### src/rtl/core/itp_pkg.sv
// ----------------------------------------------------------------------------
// itp_pkg
// Shared types, character codes and precedence helpers for the infix to
// postfix converter.
// ----------------------------------------------------------------------------
package itp_pkg;

   localparam logic [7:0] CH_POW   = 8'h5E;  // '^'
   localparam logic [7:0] CH_DIV   = 8'h2F;  // '/'
   localparam logic [7:0] CH_MUL   = 8'h2A;  // '*'
   localparam logic [7:0] CH_ADD   = 8'h2B;  // '+'
   localparam logic [7:0] CH_SUB   = 8'h2D;  // '-'
   localparam logic [7:0] CH_OPEN  = 8'h28;  // '('
   localparam logic [7:0] CH_CLOSE = 8'h29;  // ')'

   localparam logic [1:0] FLT_NONE     = 2'd0;
   localparam logic [1:0] FLT_OVERFLOW = 2'd1;
   localparam logic [1:0] FLT_CLOSE    = 2'd2;

   typedef enum logic [1:0] {
      STK_NONE,
      STK_PUSH,
      STK_POP,
      STK_PEEK
   } stk_cmd_type;

   typedef struct packed {
      logic empty;
      logic full;
   } stk_stat_type;

   typedef struct packed {
      logic [7:0] out_char;
      logic       char_present;
      logic       last_of_expr;
      logic [1:0] fault;
   } rsp_word_type;

   typedef enum logic [2:0] {
      SQ_IDLE,
      SQ_CLASS,
      SQ_PEEK,
      SQ_PUSH,
      SQ_FLUSH,
      SQ_FPEEK,
      SQ_FIN
   } seq_state_type;

   // precedence biased by one: other bytes (and '(') rank 0
   function automatic logic [2:0] rank_of(input logic [7:0] ch);
      logic [2:0] r;
      r = 3'd0;
      case (ch)
         CH_POW:         r = 3'd4;
         CH_MUL, CH_DIV: r = 3'd3;
         CH_ADD, CH_SUB: r = 3'd2;
         default:        r = 3'd0;
      endcase
      return r;
   endfunction

   function automatic logic is_letter(input logic [7:0] ch);
      return ((ch >= 8'h61) && (ch <= 8'h7A)) || ((ch >= 8'h41) && (ch <= 8'h5A));
   endfunction

endpackage

### src/rtl/core/itp_stack.sv
// ----------------------------------------------------------------------------
// itp_stack
// Operator stack: single-port memory with fill count and registered top read.
// ----------------------------------------------------------------------------
module itp_stack
   import itp_pkg::*;
#(
   parameter int STACK_DEPTH = 16
) (
   input  logic         clock,
   input  logic         reset,
   input  stk_cmd_type  cmd,
   input  logic [7:0]   wr_data,
   output logic [7:0]   top_data,
   output stk_stat_type stat
);

   localparam int AW = $clog2(STACK_DEPTH);
   localparam int CW = $clog2(STACK_DEPTH + 1);

   logic [7:0]    mem [STACK_DEPTH];
   logic [7:0]    rd_ff;
   logic [CW-1:0] count_ff;
   logic [CW-1:0] count_in;
   logic [CW-1:0] count_m1;

   assign count_m1 = count_ff - CW'(1);

   always_comb begin
      count_in = count_ff;
      unique case (cmd)
         STK_PUSH: count_in = count_ff + CW'(1);
         STK_POP:  count_in = count_m1;
         STK_NONE,
         STK_PEEK: count_in = count_ff;
         default:  count_in = count_ff;
      endcase
   end

   always_ff @(posedge clock) begin
      if (reset) begin
         count_ff <= '0;
      end else begin
         count_ff <= count_in;
      end
   end

   always_ff @(posedge clock) begin
      if (cmd == STK_PUSH) begin
         mem[count_ff[AW-1:0]] <= wr_data;
      end
      if (cmd == STK_PEEK) begin
         rd_ff <= mem[count_m1[AW-1:0]];
      end
   end

   assign top_data   = rd_ff;
   assign stat.empty = (count_ff == '0);
   assign stat.full  = (count_ff == CW'(STACK_DEPTH));

endmodule

### src/rtl/core/itp_rsp_reg.sv
// ----------------------------------------------------------------------------
// itp_rsp_reg
// Result output register with valid/stall handshake.
// ----------------------------------------------------------------------------
module itp_rsp_reg
   import itp_pkg::*;
(
   input  logic         clock,
   input  logic         reset,
   input  logic         load,
   input  rsp_word_type word,
   output logic         slot_free,
   output logic         rsp_valid,
   input  logic         rsp_stall,
   output logic [7:0]   rsp_out_char,
   output logic         rsp_char_present,
   output logic         rsp_last_of_expr,
   output logic [1:0]   rsp_fault
);

   logic         valid_ff;
   logic         valid_in;
   rsp_word_type word_ff;

   assign slot_free = !valid_ff || !rsp_stall;
   assign valid_in  = slot_free ? load : valid_ff;

   always_ff @(posedge clock) begin
      if (reset) begin
         valid_ff <= 1'b0;
      end else begin
         valid_ff <= valid_in;
      end
   end

   always_ff @(posedge clock) begin
      if (load && slot_free) begin
         word_ff <= word;
      end
   end

   assign rsp_valid        = valid_ff;
   assign rsp_out_char     = word_ff.out_char;
   assign rsp_char_present = word_ff.char_present;
   assign rsp_last_of_expr = word_ff.last_of_expr;
   assign rsp_fault        = word_ff.fault;

endmodule

### src/rtl/core/itp_seq.sv
// ----------------------------------------------------------------------------
// itp_seq
// Sequencer: classifies each input byte, drives stack push/pop/peek through
// one precedence compare, and holds one result back so the final word of an
// expression can carry its last flag.
// ----------------------------------------------------------------------------
module itp_seq
   import itp_pkg::*;
(
   input  logic         clock,
   input  logic         reset,
   input  logic         req_valid,
   output logic         req_stall,
   input  logic [7:0]   req_in_char,
   input  logic         req_end_of_expr,
   output stk_cmd_type  stk_cmd,
   output logic [7:0]   stk_wr_data,
   input  logic [7:0]   stk_top,
   input  stk_stat_type stk_stat,
   input  logic         slot_free,
   output logic         out_load,
   output rsp_word_type out_word
);

   seq_state_type state_ff;
   seq_state_type state_in;
   logic [7:0]    ch_ff;
   logic          last_ff;
   rsp_word_type  pend_ff;
   logic          pend_v_ff;

   logic          emit_ok;
   logic          do_emit;
   rsp_word_type  new_word;
   logic          fin_load;
   rsp_word_type  fin_word;
   logic          ch_letter;
   logic          pop_ok;
   logic          accept;

   assign emit_ok   = !pend_v_ff || slot_free;
   assign ch_letter = is_letter(ch_ff);
   assign pop_ok    = (rank_of(stk_top) >= rank_of(ch_ff));
   assign accept    = (state_ff == SQ_IDLE) && req_valid;
   assign req_stall = (state_ff != SQ_IDLE);

   // next state
   always_comb begin
      state_in = state_ff;
      unique case (state_ff)
         SQ_IDLE: begin
            if (req_valid) state_in = SQ_CLASS;
         end
         SQ_CLASS: begin
            if (ch_letter) begin
               state_in = emit_ok ? SQ_FLUSH : SQ_CLASS;
            end else if (ch_ff == CH_OPEN) begin
               state_in = SQ_PUSH;
            end else if (stk_stat.empty) begin
               if (ch_ff == CH_CLOSE) state_in = emit_ok ? SQ_FLUSH : SQ_CLASS;
               else                   state_in = SQ_PUSH;
            end else begin
               state_in = SQ_PEEK;
            end
         end
         SQ_PEEK: begin
            if (ch_ff == CH_CLOSE) begin
               if (stk_top == CH_OPEN) state_in = SQ_FLUSH;
               else                    state_in = emit_ok ? SQ_CLASS : SQ_PEEK;
            end else if (pop_ok) begin
               state_in = emit_ok ? SQ_CLASS : SQ_PEEK;
            end else begin
               state_in = SQ_PUSH;
            end
         end
         SQ_PUSH: begin
            if (!stk_stat.full) state_in = SQ_FLUSH;
            else                state_in = emit_ok ? SQ_FLUSH : SQ_PUSH;
         end
         SQ_FLUSH: begin
            state_in = (last_ff && !stk_stat.empty) ? SQ_FPEEK : SQ_FIN;
         end
         SQ_FPEEK: begin
            state_in = emit_ok ? SQ_FLUSH : SQ_FPEEK;
         end
         SQ_FIN: begin
            if (pend_v_ff || last_ff) state_in = slot_free ? SQ_IDLE : SQ_FIN;
            else                      state_in = SQ_IDLE;
         end
         default: state_in = SQ_IDLE;
      endcase
   end

   // outputs
   always_comb begin
      do_emit  = 1'b0;
      new_word = '0;
      stk_cmd  = STK_NONE;
      fin_load = 1'b0;
      fin_word = '0;
      unique case (state_ff)
         SQ_IDLE: ;
         SQ_CLASS: begin
            if (ch_letter) begin
               do_emit               = emit_ok;
               new_word.out_char     = ch_ff;
               new_word.char_present = 1'b1;
            end else if (ch_ff == CH_OPEN) begin
               stk_cmd = STK_NONE;
            end else if (stk_stat.empty) begin
               if (ch_ff == CH_CLOSE) begin
                  do_emit        = emit_ok;
                  new_word.fault = FLT_CLOSE;
               end
            end else begin
               stk_cmd = STK_PEEK;
            end
         end
         SQ_PEEK: begin
            if (ch_ff == CH_CLOSE && stk_top == CH_OPEN) begin
               stk_cmd = STK_POP;
            end else if (ch_ff == CH_CLOSE || pop_ok) begin
               new_word.out_char     = stk_top;
               new_word.char_present = 1'b1;
               if (emit_ok) begin
                  do_emit = 1'b1;
                  stk_cmd = STK_POP;
               end
            end
         end
         SQ_PUSH: begin
            if (!stk_stat.full) begin
               stk_cmd = STK_PUSH;
            end else begin
               do_emit        = emit_ok;
               new_word.fault = FLT_OVERFLOW;
            end
         end
         SQ_FLUSH: begin
            if (last_ff && !stk_stat.empty) stk_cmd = STK_PEEK;
         end
         SQ_FPEEK: begin
            new_word.out_char     = stk_top;
            new_word.char_present = 1'b1;
            if (emit_ok) begin
               do_emit = 1'b1;
               stk_cmd = STK_POP;
            end
         end
         SQ_FIN: begin
            if (pend_v_ff) begin
               fin_load              = slot_free;
               fin_word              = pend_ff;
               fin_word.last_of_expr = last_ff;
            end else if (last_ff) begin
               fin_load              = slot_free;
               fin_word.last_of_expr = 1'b1;
            end
         end
         default: ;
      endcase
   end

   assign stk_wr_data = ch_ff;
   assign out_load    = (do_emit && pend_v_ff) || fin_load;
   assign out_word    = do_emit ? pend_ff : fin_word;

   always_ff @(posedge clock) begin
      if (reset) begin
         state_ff  <= SQ_IDLE;
         pend_v_ff <= 1'b0;
      end else begin
         state_ff <= state_in;
         if (do_emit) begin
            pend_v_ff <= 1'b1;
         end else if (fin_load) begin
            pend_v_ff <= 1'b0;
         end
      end
   end

   always_ff @(posedge clock) begin
      if (accept) begin
         ch_ff   <= req_in_char;
         last_ff <= req_end_of_expr;
      end
      if (do_emit) begin
         pend_ff <= new_word;
      end
   end

endmodule

### src/rtl/core/infix_to_postfix_converter_unit.sv
// ----------------------------------------------------------------------------
// infix_to_postfix_converter_unit
// Shunting-yard infix to postfix converter, one byte per input word.
// ----------------------------------------------------------------------------
// Takes an infix expression one byte per word (end_of_expr on the final
// byte) and returns the postfix bytes, plus marker words for stack overflow,
// an unmatched ')' and an expression that yields nothing. One byte at a time
// is in work; req_stall stays high until all its words are handed to the
// output register. A letter passes accept, classify, flush check and
// release. Every look at the stack top waits for the registered memory read:
// each entry popped by an operator or ')' takes a read, then a pop and a new
// classify, and the compare that stops an operator's pops, or finds the '('
// for a ')', takes one more read. A push or an overflow marker adds a step,
// and the end-of-expression flush reads and pops each stacked entry. The
// stack memory's single registered read port sets the read-then-pop step.
// Result words are held back one slot so the last one can be flagged; stalls
// on rsp_stall lengthen these steps.
// ----------------------------------------------------------------------------
module infix_to_postfix_converter_unit
   import itp_pkg::*;
#(
   parameter int STACK_DEPTH = 16
) (
   input  logic       clock,
   input  logic       reset,
   input  logic       req_valid,
   output logic       req_stall,
   input  logic [7:0] req_in_char,
   input  logic       req_end_of_expr,
   output logic       rsp_valid,
   input  logic       rsp_stall,
   output logic [7:0] rsp_out_char,
   output logic       rsp_char_present,
   output logic       rsp_last_of_expr,
   output logic [1:0] rsp_fault
);

   stk_cmd_type  stk_cmd;
   logic [7:0]   stk_wr_data;
   logic [7:0]   stk_top;
   stk_stat_type stk_stat;
   logic         slot_free;
   logic         out_load;
   rsp_word_type out_word;

   itp_seq u_seq (
      .clock           (clock),
      .reset           (reset),
      .req_valid       (req_valid),
      .req_stall       (req_stall),
      .req_in_char     (req_in_char),
      .req_end_of_expr (req_end_of_expr),
      .stk_cmd         (stk_cmd),
      .stk_wr_data     (stk_wr_data),
      .stk_top         (stk_top),
      .stk_stat        (stk_stat),
      .slot_free       (slot_free),
      .out_load        (out_load),
      .out_word        (out_word)
   );

   itp_stack #(
      .STACK_DEPTH (STACK_DEPTH)
   ) u_stack (
      .clock    (clock),
      .reset    (reset),
      .cmd      (stk_cmd),
      .wr_data  (stk_wr_data),
      .top_data (stk_top),
      .stat     (stk_stat)
   );

   itp_rsp_reg u_rsp (
      .clock            (clock),
      .reset            (reset),
      .load             (out_load),
      .word             (out_word),
      .slot_free        (slot_free),
      .rsp_valid        (rsp_valid),
      .rsp_stall        (rsp_stall),
      .rsp_out_char     (rsp_out_char),
      .rsp_char_present (rsp_char_present),
      .rsp_last_of_expr (rsp_last_of_expr),
      .rsp_fault        (rsp_fault)
   );

endmodule

### config.mk
export PLATFORM = sky130hd
export DESIGN_NAME = infix_to_postfix_converter_unit
export DESIGN_NICKNAME = d
export VERILOG_FILES = /design/src/rtl/core/itp_pkg.sv /design/src/rtl/core/itp_stack.sv /design/src/rtl/core/itp_rsp_reg.sv /design/src/rtl/core/itp_seq.sv /design/src/rtl/core/infix_to_postfix_converter_unit.sv
export SDC_FILE = /design/constraint.sdc
export NUM_CORES = 1
export LEC_CHECK = 0
export BUFFER_PORTS_ARGS = -buffer_cell sky130_fd_sc_hd__buf_2
export CAP_MARGIN = 20
export CELL_PAD_IN_SITES_DETAIL_PLACEMENT = 0
export CELL_PAD_IN_SITES_GLOBAL_PLACEMENT = 2
export CORE_MARGIN = 4
export CORE_UTILIZATION = 45
export DETAILED_ROUTE_END_ITERATION = 16
export PLACE_DENSITY_LB_ADDON = 0.1
export SLEW_MARGIN = 5
export SYNTH_ARGS = -nofsm -noshare
export SYNTH_HDL_FRONTEND = slang
export SYNTH_SLANG_ARGS = --single-unit
### constraint.sdc
create_clock -name clock -period 10.06 [get_ports clock]
set_input_delay 1.006 -clock clock [delete_from_list [all_inputs] [get_ports clock]]
set_output_delay 1.006 -clock clock [all_outputs]
set_load 0.1 [all_outputs]
==> results of run 1 <==
## per-stage QoR
step                cells  setup WS (ns)   util  hold WS (ns)
floorplan             431           6.54      -         0.492
global placement      664           5.69  0.480         0.522
detailed placement    664           5.57  0.480         0.539
CTS                   696           5.56  0.512         0.551
global route          697           5.19  0.513         0.579
finish                697           5.69  0.513         0.551
## power groups by stage
| stage | clock network (µW) | logic [µW] | registers (µW) |
|---|---|---|---|
| 4_1_cts | 613 | 657 | 913 |
| 6_report | 598 | 640 | 912 |
| 5_1_grt | 647 | 699 | 918 |
| 2_1_floorplan | 0 | 492 | 926 |
| 3_3_place_gp | 0 | 654 | 928 |
| 3_5_place_dp | 0 | 656 | 929 |
## Yosys cell counts (2+ instances only)
cell	number
inv_1	8
buf_4	5
mux2_2	2
nor3_2	2
ha_1	11
o22ai_1	2
o21ai_1	2
a211o_1	2
a211oi_1	2
or2_1	2
nand2_1	20
and2_1	2
or3_1	2
nor3_1	6
nand2b_1	5
edfxtp_1	168
buf_2	3
mux4_2	32
and4b_1	2
a31oi_1	7
nand4_1	2
nor2b_1	5
o21ai_0	7
buf_6	4
a21o_1	2
mux4_1	8
nor4b_1	4
xnor2_1	5
dfxtp_1	10
a21boi_1	8
xor2_1	4
and3_1	4
a22o_1	6
nor2_1	29
nor4bb_1	2
nand3_1	6
clkbuf_1	6
a21boi_0	2
a21oi_1	6
nor3b_1	4
## placed cells by master, fill, tap and decap left out, types with 4 or more instances in the layout
| cell | n |
|---|---|
| edfxtp_1 | 168 |
| mux4_2 | 32 |
| nor2_1 | 29 |
| buf_2 | 26 |
| nand2_1 | 20 |
| clkbuf_16 | 17 |
| ha_1 | 11 |
| dfxtp_1 | 9 |
| inv_1 | 8 |
| mux4_1 | 8 |
| a21boi_1 | 8 |
| buf_4 | 8 |
| o21ai_0 | 7 |
| a31oi_1 | 7 |
| a21oi_1 | 6 |
| nor3_1 | 6 |
| nand3_1 | 6 |
| a22o_1 | 6 |
| inv_6 | 6 |
| nor2b_1 | 5 |
| nand2b_1 | 5 |
| xnor2_1 | 5 |
| nor3b_1 | 4 |
| nor4b_1 | 4 |
| xor2_1 | 4 |
| and3_1 | 4 |
## final cells by class
cell class	count	share of cell area
clock inverters	13	0.0114
well taps	220	0.0323
flip-flops and latches	178	0.615
repair buffers	34	0.0223
clock buffers	19	0.0508
multi-input cells	224	0.264
inverters	9	0.00396
## state kept, by name, indices dropped and copies added (netlist names), 2 cells and up
name                count
u_seq.pend_ff          11
u_rsp.rsp_fault         2
u_seq.stk_wr_data       8
u_rsp.rsp_out_char      8
u_stack.count_ff        5
u_stack.mem           128
u_stack.top_data        8
u_seq.state_ff          3
## worst max path at each step
| stage | end | start | slack, ns | depth (start not counted) |
|---|---|---|---|---|
| final | u_stack.mem[5][6] | u_seq.stk_wr_data[3] | 5.69 | 12 |
| after global routing | u_stack.mem[5][1] | u_seq.stk_wr_data[3] | 5.19 | 12 |
| after CTS | u_stack.mem[4][3] | u_seq.stk_wr_data[3] | 5.56 | 12 |
| after detailed placement | u_stack.mem[4][0] | u_seq.stk_wr_data[3] | 5.57 | 12 |
| after global placement | u_stack.mem[4][1] | u_seq.stk_wr_data[3] | 5.69 | 12 |
| after floorplan | u_stack.count_ff[3] | u_seq.stk_wr_data[7] | 6.54 | 15 |
## critical path: stages (launching register included)
cell       delay (ns)
edfxtp_1         0.83
and4bb_1         0.47
nor2b_1          0.25
and3_1           0.19
ha_1             0.22
nor3b_1          0.27
a2bb2oi_2        0.28
a21o_1           0.15
a21oi_1          0.07
nor3_1           0.18
ha_1             0.25
nand2_1          0.20
nor2_1           0.63
## per-layer routing
metal	vias up	global-route usage	share of wire
met2	90	0.275	0.51
met3	11	0.0338	0.040
met1	2000	0.237	0.44
met4	0	0.0556	0.011
met5	-	0	0
li1	1806	-	-
## logic make-up (layout without fill, tap and decap cells)
logic type	after synthesis	count (layout)	synth area share
buffers and inverters	29	75	0.0212
adder cells (fa/ha/maj)	11	11	0.0180
flip-flops	178	178	0.685
multiplexers	43	43	0.126
AO/OA/AOI/OAI	56	56	0.0590
AND/OR/NAND/NOR	105	105	0.0812
XOR/XNOR	9	9	0.0103
==> summary.txt, run 1 <==
Detailed routing
  – Average wire per standard cell: 22.5 µm
  – Overall via count from detail_route: 3907
  – Remaining antenna violation count: 0
  – Iter 0 DRT Violations: 336
  – Per-cell via count in the routed design: 5.61
  – Overall routed net length: 15700 µm
  – Count of TritonRoute iterations in the first routing pass: 4
  – Post-route DRC: 0

Global routing
  – Initial antenna violation count: 0
  – Global-route total usage across every layer: 0.171
  – Via count of the first global-routing pass: 3941
  – Leftover overflow at the end of global routing: 0
  – Maximum number of pins on one net before global-route repair: 38
  – First-pass GRT wire length: 24400 µm

Die
  – Core box area: 16600 µm²
  – Die area: 19200 µm²
  – Die height: 138 µm
  – I/O pin total: 27
  – Initial cell density of the core: 0.460
  – Overall die width: 138 µm
  – Row Count: 47

Synth
  – Largest area contributor in the synthesized netlist: edfxtp_1
  – Count of flip-flops with a built-in enable after synthesis: 168
  – Dominant register cell in the synthesized netlist: edfxtp_1
  – Count of cell types in the netlist: 62
  – Yosys warning total: 0
  – Flip-flop and latch count after synthesis: 178
  – Avg Cell Area, Syn: 17.8 µm²
  – Top-area cell type share of the netlist area: 0.659
  – Share of synthesized flip-flops with an asynchronous set or reset: 0
  – Number of standard cells after synthesis: 431
  – Sequential cell area fraction in the yosys report: 0.685
  – Top cells by area, synth: edfxtp_1 66%, mux4_2 9.4%, mux4_1 2.7%
  – Post-synthesis instance area: 7660 µm²
  – Post-synth net total: 455

Setup path
  – Startpoint types: flip-flop
  – FF-to-FF setup slack: 5.69 ns
  – Worst Path Max Fanout: 21
  – Data required time at the worst endpoint: 10.12 ns
  – Capture instance of the worst register-to-register path: u_stack.mem[5][6]
  – Arrival time of data at the critical path endpoint: 4.42 ns
  – Worst reg2reg path startpoint: u_seq.stk_wr_data[3]
  – Endpoint type of the worst setup path: flip-flop
  – Logic depth of the worst register-to-register path: 12
  – Worst setup path class: reg -> reg

Power and ir drop
  – Switching share of power: 0.302
  – Power per cell area: 252 nW/µm²
  – Net switching power: 650 µW
  – Overall power consumption: 2150 µW
  – Comb power frac: 0.298
  – Highest ir drop seen on vdd: 0.150 mV
  – Total internal power: 1500 µW
  – Lkg Pwr: 0.00275 µW
  – Clock network fraction of total power: 0.278
  – Portion of total power attributed to sequential cells: 0.424

Timing
  – Count of final hold-check violations: 0
  – Finish-stage setup viols: 0
  – Max Clock Skew: 0.00822 ns
  – Actual transition at the worst max-transition pin: 1.00 ns
  – Unrepaired setup endpoints after global routing: false
  – Sum of negative setup slack: 0 ns
  – Slew Viols, Final: 0
  – Relative max-transition margin: 0.328
  – Min cycle time layout: 4.37 ns
  – Final worst-path cycle share: 0.434
  – Max Freq: 229 MHz

Layout
  – Final net count: 488
  – Area of all sequential standard cells: 5250 µm²
  – Fraction of final layout cells with drive strength greater than 1: 0.235
  – Fill count: 1357
  – Total area of multi-input combinational cells: 2250 µm²
  – Count of inserted antenna diode cells: 0
  – Layout overhead on the synthesized area: 11.3%
  – Fin area: 8530 µm²

Clock tree
  – Clock tree from TritonCTS: built
  – Clock Root Buffer: clkbuf_16
  – Max Buffers Root-to-Sink: 2
  – CTS sink count: 178
  – Post-cts sizing count: 0
  – Post-CTS setup buffer count: 0
  – Clock latency reported for the late side of the worst-skew pair: 0.42 ns
  – Count of hold buffers inserted by post-cts repair: 0
  – Worst-path clk slew: 0.07 ns
  – H-Tree Level Count: 4
  – TritonCTS Buffers: 17

Flow run
  – Count of max-cap constraint violations: 0

Hold path
  – Worst-case hold path end point: u_seq.pend_v_ff
  – Number of cells on the worst hold path: 2
  – Worst Min Path Start: u_seq.pend_v_ff
  – Hold crit path type: reg -> reg

Placement
  – Instance area after placement: 7990 µm²
  – Detailed-placement wirelength estimate: 10800 µm
  – Number of port buffers: 26
  – Placer's final routability congestion estimate: 0.767

Outcome
  – Result of the run: finished clean
No activity file was read; power rests on OpenSTA's default activity.
==> run 2, diff against run 1 <==
==> constraint.sdc (replaced) <==
create_clock -name clock -period 4.5 [get_ports clock]
set_input_delay 0.45 -clock clock [delete_from_list [all_inputs] [get_ports clock]]
set_output_delay 0.45 -clock clock [all_outputs]
set_load 0.1 [all_outputs]
==> summary.txt, run 2 (same netlist as run 1, synthesis figures left out) <==
Outcome
  – Result of the run: finished clean

Placement
  – Placer's final routability congestion estimate: 0.814 (+6.2%)
  – Worst slack, placed: 0.751 ns (-4.82 ns)
  – Detailed-placement wirelength estimate: 11000 µm (+1.4%)
  – Number of port buffers: 26 (unchanged)
  – Instance area after placement: 8150 µm² (+2.0%)

Timing
  – Count of final hold-check violations: 0 (unchanged)
  – Final worst-path cycle share: 0.840 (+0.406)
  – Sum of negative setup slack: 0 ns (unchanged)
  – Min cycle time layout: 3.78 ns (-0.587 ns)
  – Actual transition at the worst max-transition pin: 1.00 ns (-0.00180 ns)
  – Slack of the critical path: 0.719 ns (-4.97 ns)
  – Relative max-transition margin: 0.334 (+0.00600)
  – Max Freq: 264 MHz (+16%)
  – Unrepaired setup endpoints after global routing: false
  – Max Clock Skew: 0.0146 ns (+0.00639 ns)
  – Finish-stage setup viols: 0 (unchanged)
  – Slew Viols, Final: 0 (unchanged)

Die
  – I/O pin total: 27 (unchanged)
  – Die area: 19200 µm² (unchanged)
  – Initial cell density of the core: 0.460 (unchanged)
  – Row Count: 47 (unchanged)
  – Die height: 138 µm (unchanged)
  – Overall die width: 138 µm (unchanged)
  – Core box area: 16600 µm² (unchanged)

Setup path
  – Launch point of the critical path: u_seq.stk_wr_data[6]
  – Worst Setup EP: u_stack.count_ff[3]
  – Worst reg2reg path startpoint: u_seq.stk_wr_data[6]
  – Logic depth of the worst register-to-register path: 14 (+2)
  – Worst setup path class: reg -> reg
  – Capture instance of the worst register-to-register path: u_stack.count_ff[3]
  – Data required time at the worst endpoint: 4.81 ns (-5.31 ns)
  – FF-to-FF setup slack: 0.72 ns (-4.97 ns)
  – Arrival time of data at the critical path endpoint: 4.10 ns (-0.32 ns)
  – Startpoint types: flip-flop
  – Worst Path Max Fanout: 8 (-62%)
  – Endpoint type of the worst setup path: flip-flop

Detailed routing
  – Post-route DRC: 0 (unchanged)
  – Remaining antenna violation count: 0 (unchanged)
  – Per-cell via count in the routed design: 5.61 (about the same)
  – Iter 0 DRT Violations: 274 (-18%)
  – Overall via count from detail_route: 4028 (+3.1%)
  – Overall routed net length: 16200 µm (+3.5%)
  – Count of TritonRoute iterations in the first routing pass: 5 (+1)
  – Average wire per standard cell: 22.6 µm (+0.51%)

Layout
  – Number of flip-flops under the largest register name: 128 (unchanged)
  – Fraction of final layout cells with drive strength greater than 1: 0.269 (+0.0343)
  – Commonest cells after routing, fill and taps aside: 168 x edfxtp_1, 32 x mux4_2, 29 x nor2_1, 29 x buf_4, 26 x buf_2
  – Count of inserted antenna diode cells: 0 (unchanged)
  – Fin area: 8800 µm² (+3.2%)
  – Final net count: 510 (+4.5%)
  – Most common library cell in the layout ignoring fill and taps: edfxtp_1
  – Layout overhead on the synthesized area: 14.9%

Global routing
  – Initial antenna violation count: 0 (unchanged)
  – Global-route total usage across every layer: 0.176 (+0.00505)
  – Via count of the first global-routing pass: 4108 (+4.2%)
  – Leftover overflow at the end of global routing: 0 (unchanged)
  – Maximum number of pins on one net before global-route repair: 38 (unchanged)
  – First-pass GRT wire length: 25100 µm (+2.5%)

Clock tree
  – Count of hold buffers inserted by post-cts repair: 0 (unchanged)
  – H-Tree Level Count: 4 (unchanged)
  – Worst-path clk slew: 0.06 ns (about the same)
  – Max Buffers Root-to-Sink: 2 (unchanged)
  – Clock Root Buffer: clkbuf_16
  – Post-CTS setup buffer count: 0 (unchanged)
  – CTS sink count: 178 (unchanged)
  – Clock tree from TritonCTS: built
  – TritonCTS Buffers: 17 (unchanged)
  – Post-cts sizing count: 0 (unchanged)
  – Clock latency reported for the late side of the worst-skew pair: 0.42 ns (about the same)

Power and ir drop
  – Comb power frac: 0.296 (-0.002)
  – Power per cell area: 585 nW/µm² (+130%)
  – Clock network fraction of total power: 0.311 (+0.033)
  – Portion of total power attributed to sequential cells: 0.392 (-0.032)
  – Highest ir drop seen on vdd: 0.317 mV (+110%)
  – Net switching power: 1480 µW (+130%)
  – Total internal power: 3670 µW (+140%)
  – Lkg Pwr: 0.00292 µW (+6.1%)
  – Overall power consumption: 5150 µW (+140%)
  – Switching share of power: 0.288 (-0.0142)

Flow run
  – Count of max-cap constraint violations: 0 (unchanged)

Hold path
  – Number of cells on the worst hold path: 1 (-1)
  – Hold crit path type: in -> reg
run 2: changes by cell type in the layout (fill, tap and decap cells not counted):
| cell | previous run | this run |
|---|---|---|
| clkinv_1 | 2 | 0 |
| clkinvlp_4 | 1 | 0 |
| clkbuf_1 | 2 | 3 |
| inv_8 | 1 | 2 |
| clkinv_4 | 1 | 0 |
| clkbuf_4 | 0 | 1 |
| bufinv_16 | 0 | 5 |
| inv_6 | 6 | 2 |
| buf_4 | 8 | 29 |
run 2: through the flow:
stage	util	cells	hold slack, ns
after floorplan	-	431	0.492
after global placement	0.490	685	0.473
after detailed placement	0.490	685	0.503
after CTS	0.528	716	0.180
after global routing	0.529	718	0.180
final	0.529	718	0.198
run 2: worst max-delay path, stage by stage (launching register included):
cell	delay, ns
edfxtp_1	0.43
and4bb_1	0.46
nor2b_1	0.26
and3_1	0.20
ha_1	0.23
nor3b_1	0.26
a2bb2oi_2	0.28
a21o_1	0.15
a21oi_1	0.07
or3_1	0.39
ha_1	0.28
nor4b_1	0.30
o21ai_0	0.16
xor2_1	0.14
nor2_1	0.05
run 2: metal layers:
metal,wire length [µm],vias up,global-route usage
met1,7740,2081,0.251
li1,-,1850,-
met5,0,-,0
met3,615,13,0.0345
met2,7730,84,0.279
met4,152,0,0.0499
run 2: final cells by class:
class	count	area, µm²
Clock buffer	20	437
Clock inverter	11	200
Fill cell	1333	7840
Inverter	9	33.8
Multi-Input combinational cell	224	2250
Sequential cell	178	5250
Tap cell	220	275
Timing Repair Buffer	56	355
run 2: worst min path at each step:
stage                                 endpoint                 start  slack [ns]
after floorplan                u_seq.pend_v_ff       u_seq.pend_v_ff        0.49
after global placement       u_stack.mem[7][6]  u_seq.stk_wr_data[6]        0.47
after detailed placement     u_stack.mem[7][6]  u_seq.stk_wr_data[6]        0.50
after CTS                        u_seq.last_ff       req_end_of_expr        0.18
after global routing      u_seq.stk_wr_data[1]        req_in_char[1]        0.18
final                     u_seq.stk_wr_data[1]        req_in_char[1]        0.20
run 2: power by group through the flow:
stage | registers [µW] | logic, µW | clock network, µW
after global routing | 2030 | 1660 | 1710
after detailed placement | 2060 | 1550 | 0
after CTS | 2020 | 1560 | 1630
after global placement | 2050 | 1540 | 0
final | 2020 | 1530 | 1600
after floorplan | 2070 | 1100 | 0
==> run 3, diff against run 2 <==
==> constraint.sdc (replaced) <==
create_clock -name clock -period 3.8 [get_ports clock]
set_input_delay 0.38 -clock clock [delete_from_list [all_inputs] [get_ports clock]]
set_output_delay 0.38 -clock clock [all_outputs]
set_load 0.1 [all_outputs]
==> summary.txt, run 3 (same netlist as run 1, synthesis figures left out) <==
Timing
  – Relative max-transition margin: 0.424 (+0.0905)
  – Unrepaired setup endpoints after global routing: false
  – Min cycle time layout: 3.44 ns (-0.338 ns)
  – Max Clock Skew: 0.0168 ns (+0.00217 ns)
  – Slack of the critical path: 0.357 ns (-0.362 ns)
  – Sum of negative setup slack: 0 ns (unchanged)
  – Slew Viols, Final: 0 (unchanged)
  – Max Freq: 290 MHz (+9.8%)
  – Finish-stage setup viols: 0 (unchanged)
  – Actual transition at the worst max-transition pin: 0.861 ns (-0.139 ns)
  – Final worst-path cycle share: 0.906 (+0.0658)
  – Count of final hold-check violations: 0 (unchanged)

Detailed routing
  – Highest metal layer with signal wires: met4
  – Iter 0 DRT Violations: 281 (+2.6%)
  – Met2 wirelength from detailed routing: 8000 µm (+3.5%)
  – Met3 Wirelength: 540 µm (-12%)
  – Average wire per standard cell: 22.3 µm (-1.3%)
  – Post-route DRC: 0 (unchanged)
  – Remaining antenna violation count: 0 (unchanged)
  – Overall via count from detail_route: 4009 (-0.47%)
  – Per-cell via count in the routed design: 5.57 (-0.75%)
  – Count of TritonRoute iterations in the first routing pass: 4 (-1)
  – WL met1: 7320 µm (-5.5%)
  – Overall routed net length: 16100 µm (-1.0%)

Global routing
  – Via count of the first global-routing pass: 4170 (+1.5%)
  – First-pass GRT wire length: 24900 µm (-0.77%)
  – Global-route total usage across every layer: 0.173 (-0.00321)
  – Initial antenna violation count: 0 (unchanged)
  – Maximum number of pins on one net before global-route repair: 38 (unchanged)
  – Leftover overflow at the end of global routing: 0 (unchanged)

Power and ir drop
  – Power per cell area: 681 nW/µm² (+16%)
  – Clock network fraction of total power: 0.298 (-0.013)
  – Highest ir drop seen on vdd: 0.349 mV (+9.9%)
  – Net switching power: 1780 µW (+20%)
  – Lkg Pwr: 0.00291 µW (-0.22%)
  – Total internal power: 4200 µW (+14%)
  – Overall power consumption: 5980 µW (+16%)
  – Switching share of power: 0.298 (+0.00969)
  – Portion of total power attributed to sequential cells: 0.400 (+0.008)
  – Comb power frac: 0.302 (+0.006)

Placement
  – Placer's final routability congestion estimate: 0.791 (-2.8%)
  – Instance area after placement: 8160 µm² (+0.18%)
  – Worst slack, placed: 0.255 ns (-0.497 ns)
  – Number of port buffers: 26 (unchanged)
  – Detailed-placement wirelength estimate: 10900 µm (-0.52%)

Die
  – Initial cell density of the core: 0.460 (unchanged)
  – Die height: 138 µm (unchanged)
  – Row Count: 47 (unchanged)
  – Overall die width: 138 µm (unchanged)
  – Core box area: 16600 µm² (unchanged)
  – Die area: 19200 µm² (unchanged)
  – I/O pin total: 27 (unchanged)

Layout
  – Area of all sequential standard cells: 5250 µm² (unchanged)
  – Layout overhead on the synthesized area: 14.6%
  – Number of flip-flops under the largest register name: 128 (unchanged)
  – Count of inserted antenna diode cells: 0 (unchanged)
  – Commonest cells after routing, fill and taps aside: 168 x edfxtp_1, 32 x mux4_2, 32 x buf_4
  – Fill count: 1343 (+0.75%)
  – Fin area: 8780 µm² (-0.23%)
  – Fraction of final layout cells with drive strength greater than 1: 0.278 (+0.00892)
  – Most common library cell in the layout ignoring fill and taps: edfxtp_1
  – Final design utilization: 0.528 (-0.00120)
  – Total area of multi-input combinational cells: 2260 µm² (+0.11%)
  – Final net count: 512 (+0.39%)

Flow run
  – Count of max-cap constraint violations: 0 (unchanged)

Clock tree
  – Max Buffers Root-to-Sink: 2 (unchanged)
  – Clock Root Buffer: clkbuf_16
  – Count of hold buffers inserted by post-cts repair: 0 (unchanged)
  – H-Tree Level Count: 4 (unchanged)
  – CTS sink count: 178 (unchanged)
  – Worst-path clk slew: 0.07 ns (about the same)
  – Clock tree from TritonCTS: built
  – Clock latency reported for the late side of the worst-skew pair: 0.42 ns (about the same)
  – TritonCTS Buffers: 17 (unchanged)

Setup path
  – Arrival time of data at the critical path endpoint: 3.75 ns (-0.35 ns)
  – Startpoint types: flip-flop
  – Data required time at the worst endpoint: 4.11 ns (-0.70 ns)
  – Cell with the largest stage delay on the worst path: edfxtp_1
  – Endpoint type of the worst setup path: flip-flop
  – Worst Path Max Fanout: 6 (-2)
  – Largest incremental delay on the critical path: 0.47 ns (about the same)
  – CP top delay family: simple AND/OR/NAND/NOR gates
  – Total buffers and inverters traversed by the critical path: 0 (unchanged)
  – Cells along the critical path: xor2_1 -> or3b_2 -> ha_1 -> nor3b_1 -> a2bb2oi_2 -> a21o_1 -> a21oi_1 -> or3_1 -> ha_1 -> nor4b_1 -> o21ai_0 -> xor2_1 -> nor2_1
  – Worst setup path class: reg -> reg

Hold path
  – Hold crit path type: in -> reg

Outcome
  – Result of the run: finished clean
run 3: cell count changes in the layout (fill, tap and decap cells not counted), moves of 2 or more:
cell / delta
clkbuf_1: -3
bufinv_16: -2
inv_6: +2
buf_4: +3
run 3: path summary, 6_finish.rpt:
kind / startpoint / end / slack [ns] / depth (start not counted)
max: u_stack.top_data[0] / u_stack.count_ff[3] / 0.36 / 13
min: req_in_char[1] / u_seq.stk_wr_data[1] / 0.13 / 1
max reg2reg: u_stack.top_data[0] / u_stack.count_ff[3] / 0.36 / 13
min reg2reg: u_seq.pend_v_ff / u_seq.pend_v_ff / 0.53 / 2
run 3: what timing repair did:
action	CTS	global route
gates resized for setup	0	1
setup endpoints to repair	0	69
buffers inserted	0	1
run 3: cell type report:
| cell class | instances | area share |
|---|---|---|
| inverter | 9 | 0.00385 |
| tap | 220 | 0.0313 |
| timing repair buffer | 58 | 0.0422 |
| sequential | 178 | 0.597 |
| clock buffer | 17 | 0.0484 |
| multi-input combinational | 224 | 0.257 |
| clock inverter | 14 | 0.0198 |
run 3: stage by stage:
| stage | cells | hold WS [ns] |
|---|---|---|
| floorplan | 431 | 0.479 |
| global placement | 687 | 0.522 |
| detailed placement | 687 | 0.524 |
| CTS | 718 | 0.115 |
| global route | 720 | 0.119 |
| finish | 720 | 0.129 |
run 3: power groups by stage:
stage               sequential (µW)  clock (µW)  combinational (µW)
floorplan                      2450           0                1300
global placement               2430           0                1850
detailed placement             2440           0                1840
CTS                            2390        1820                1850
global route                   2400        1900                1940
finish                         2390        1780                1800
run 3: layer usage:
| layer | vias to the layer above | GRT usage |
|---|---|---|
| met2 | 82 | 0.284 |
| li1 | 1851 | - |
| met1 | 2055 | 0.238 |
| met3 | 21 | 0.0331 |
| met4 | 0 | 0.0504 |
| met5 | - | 0 |
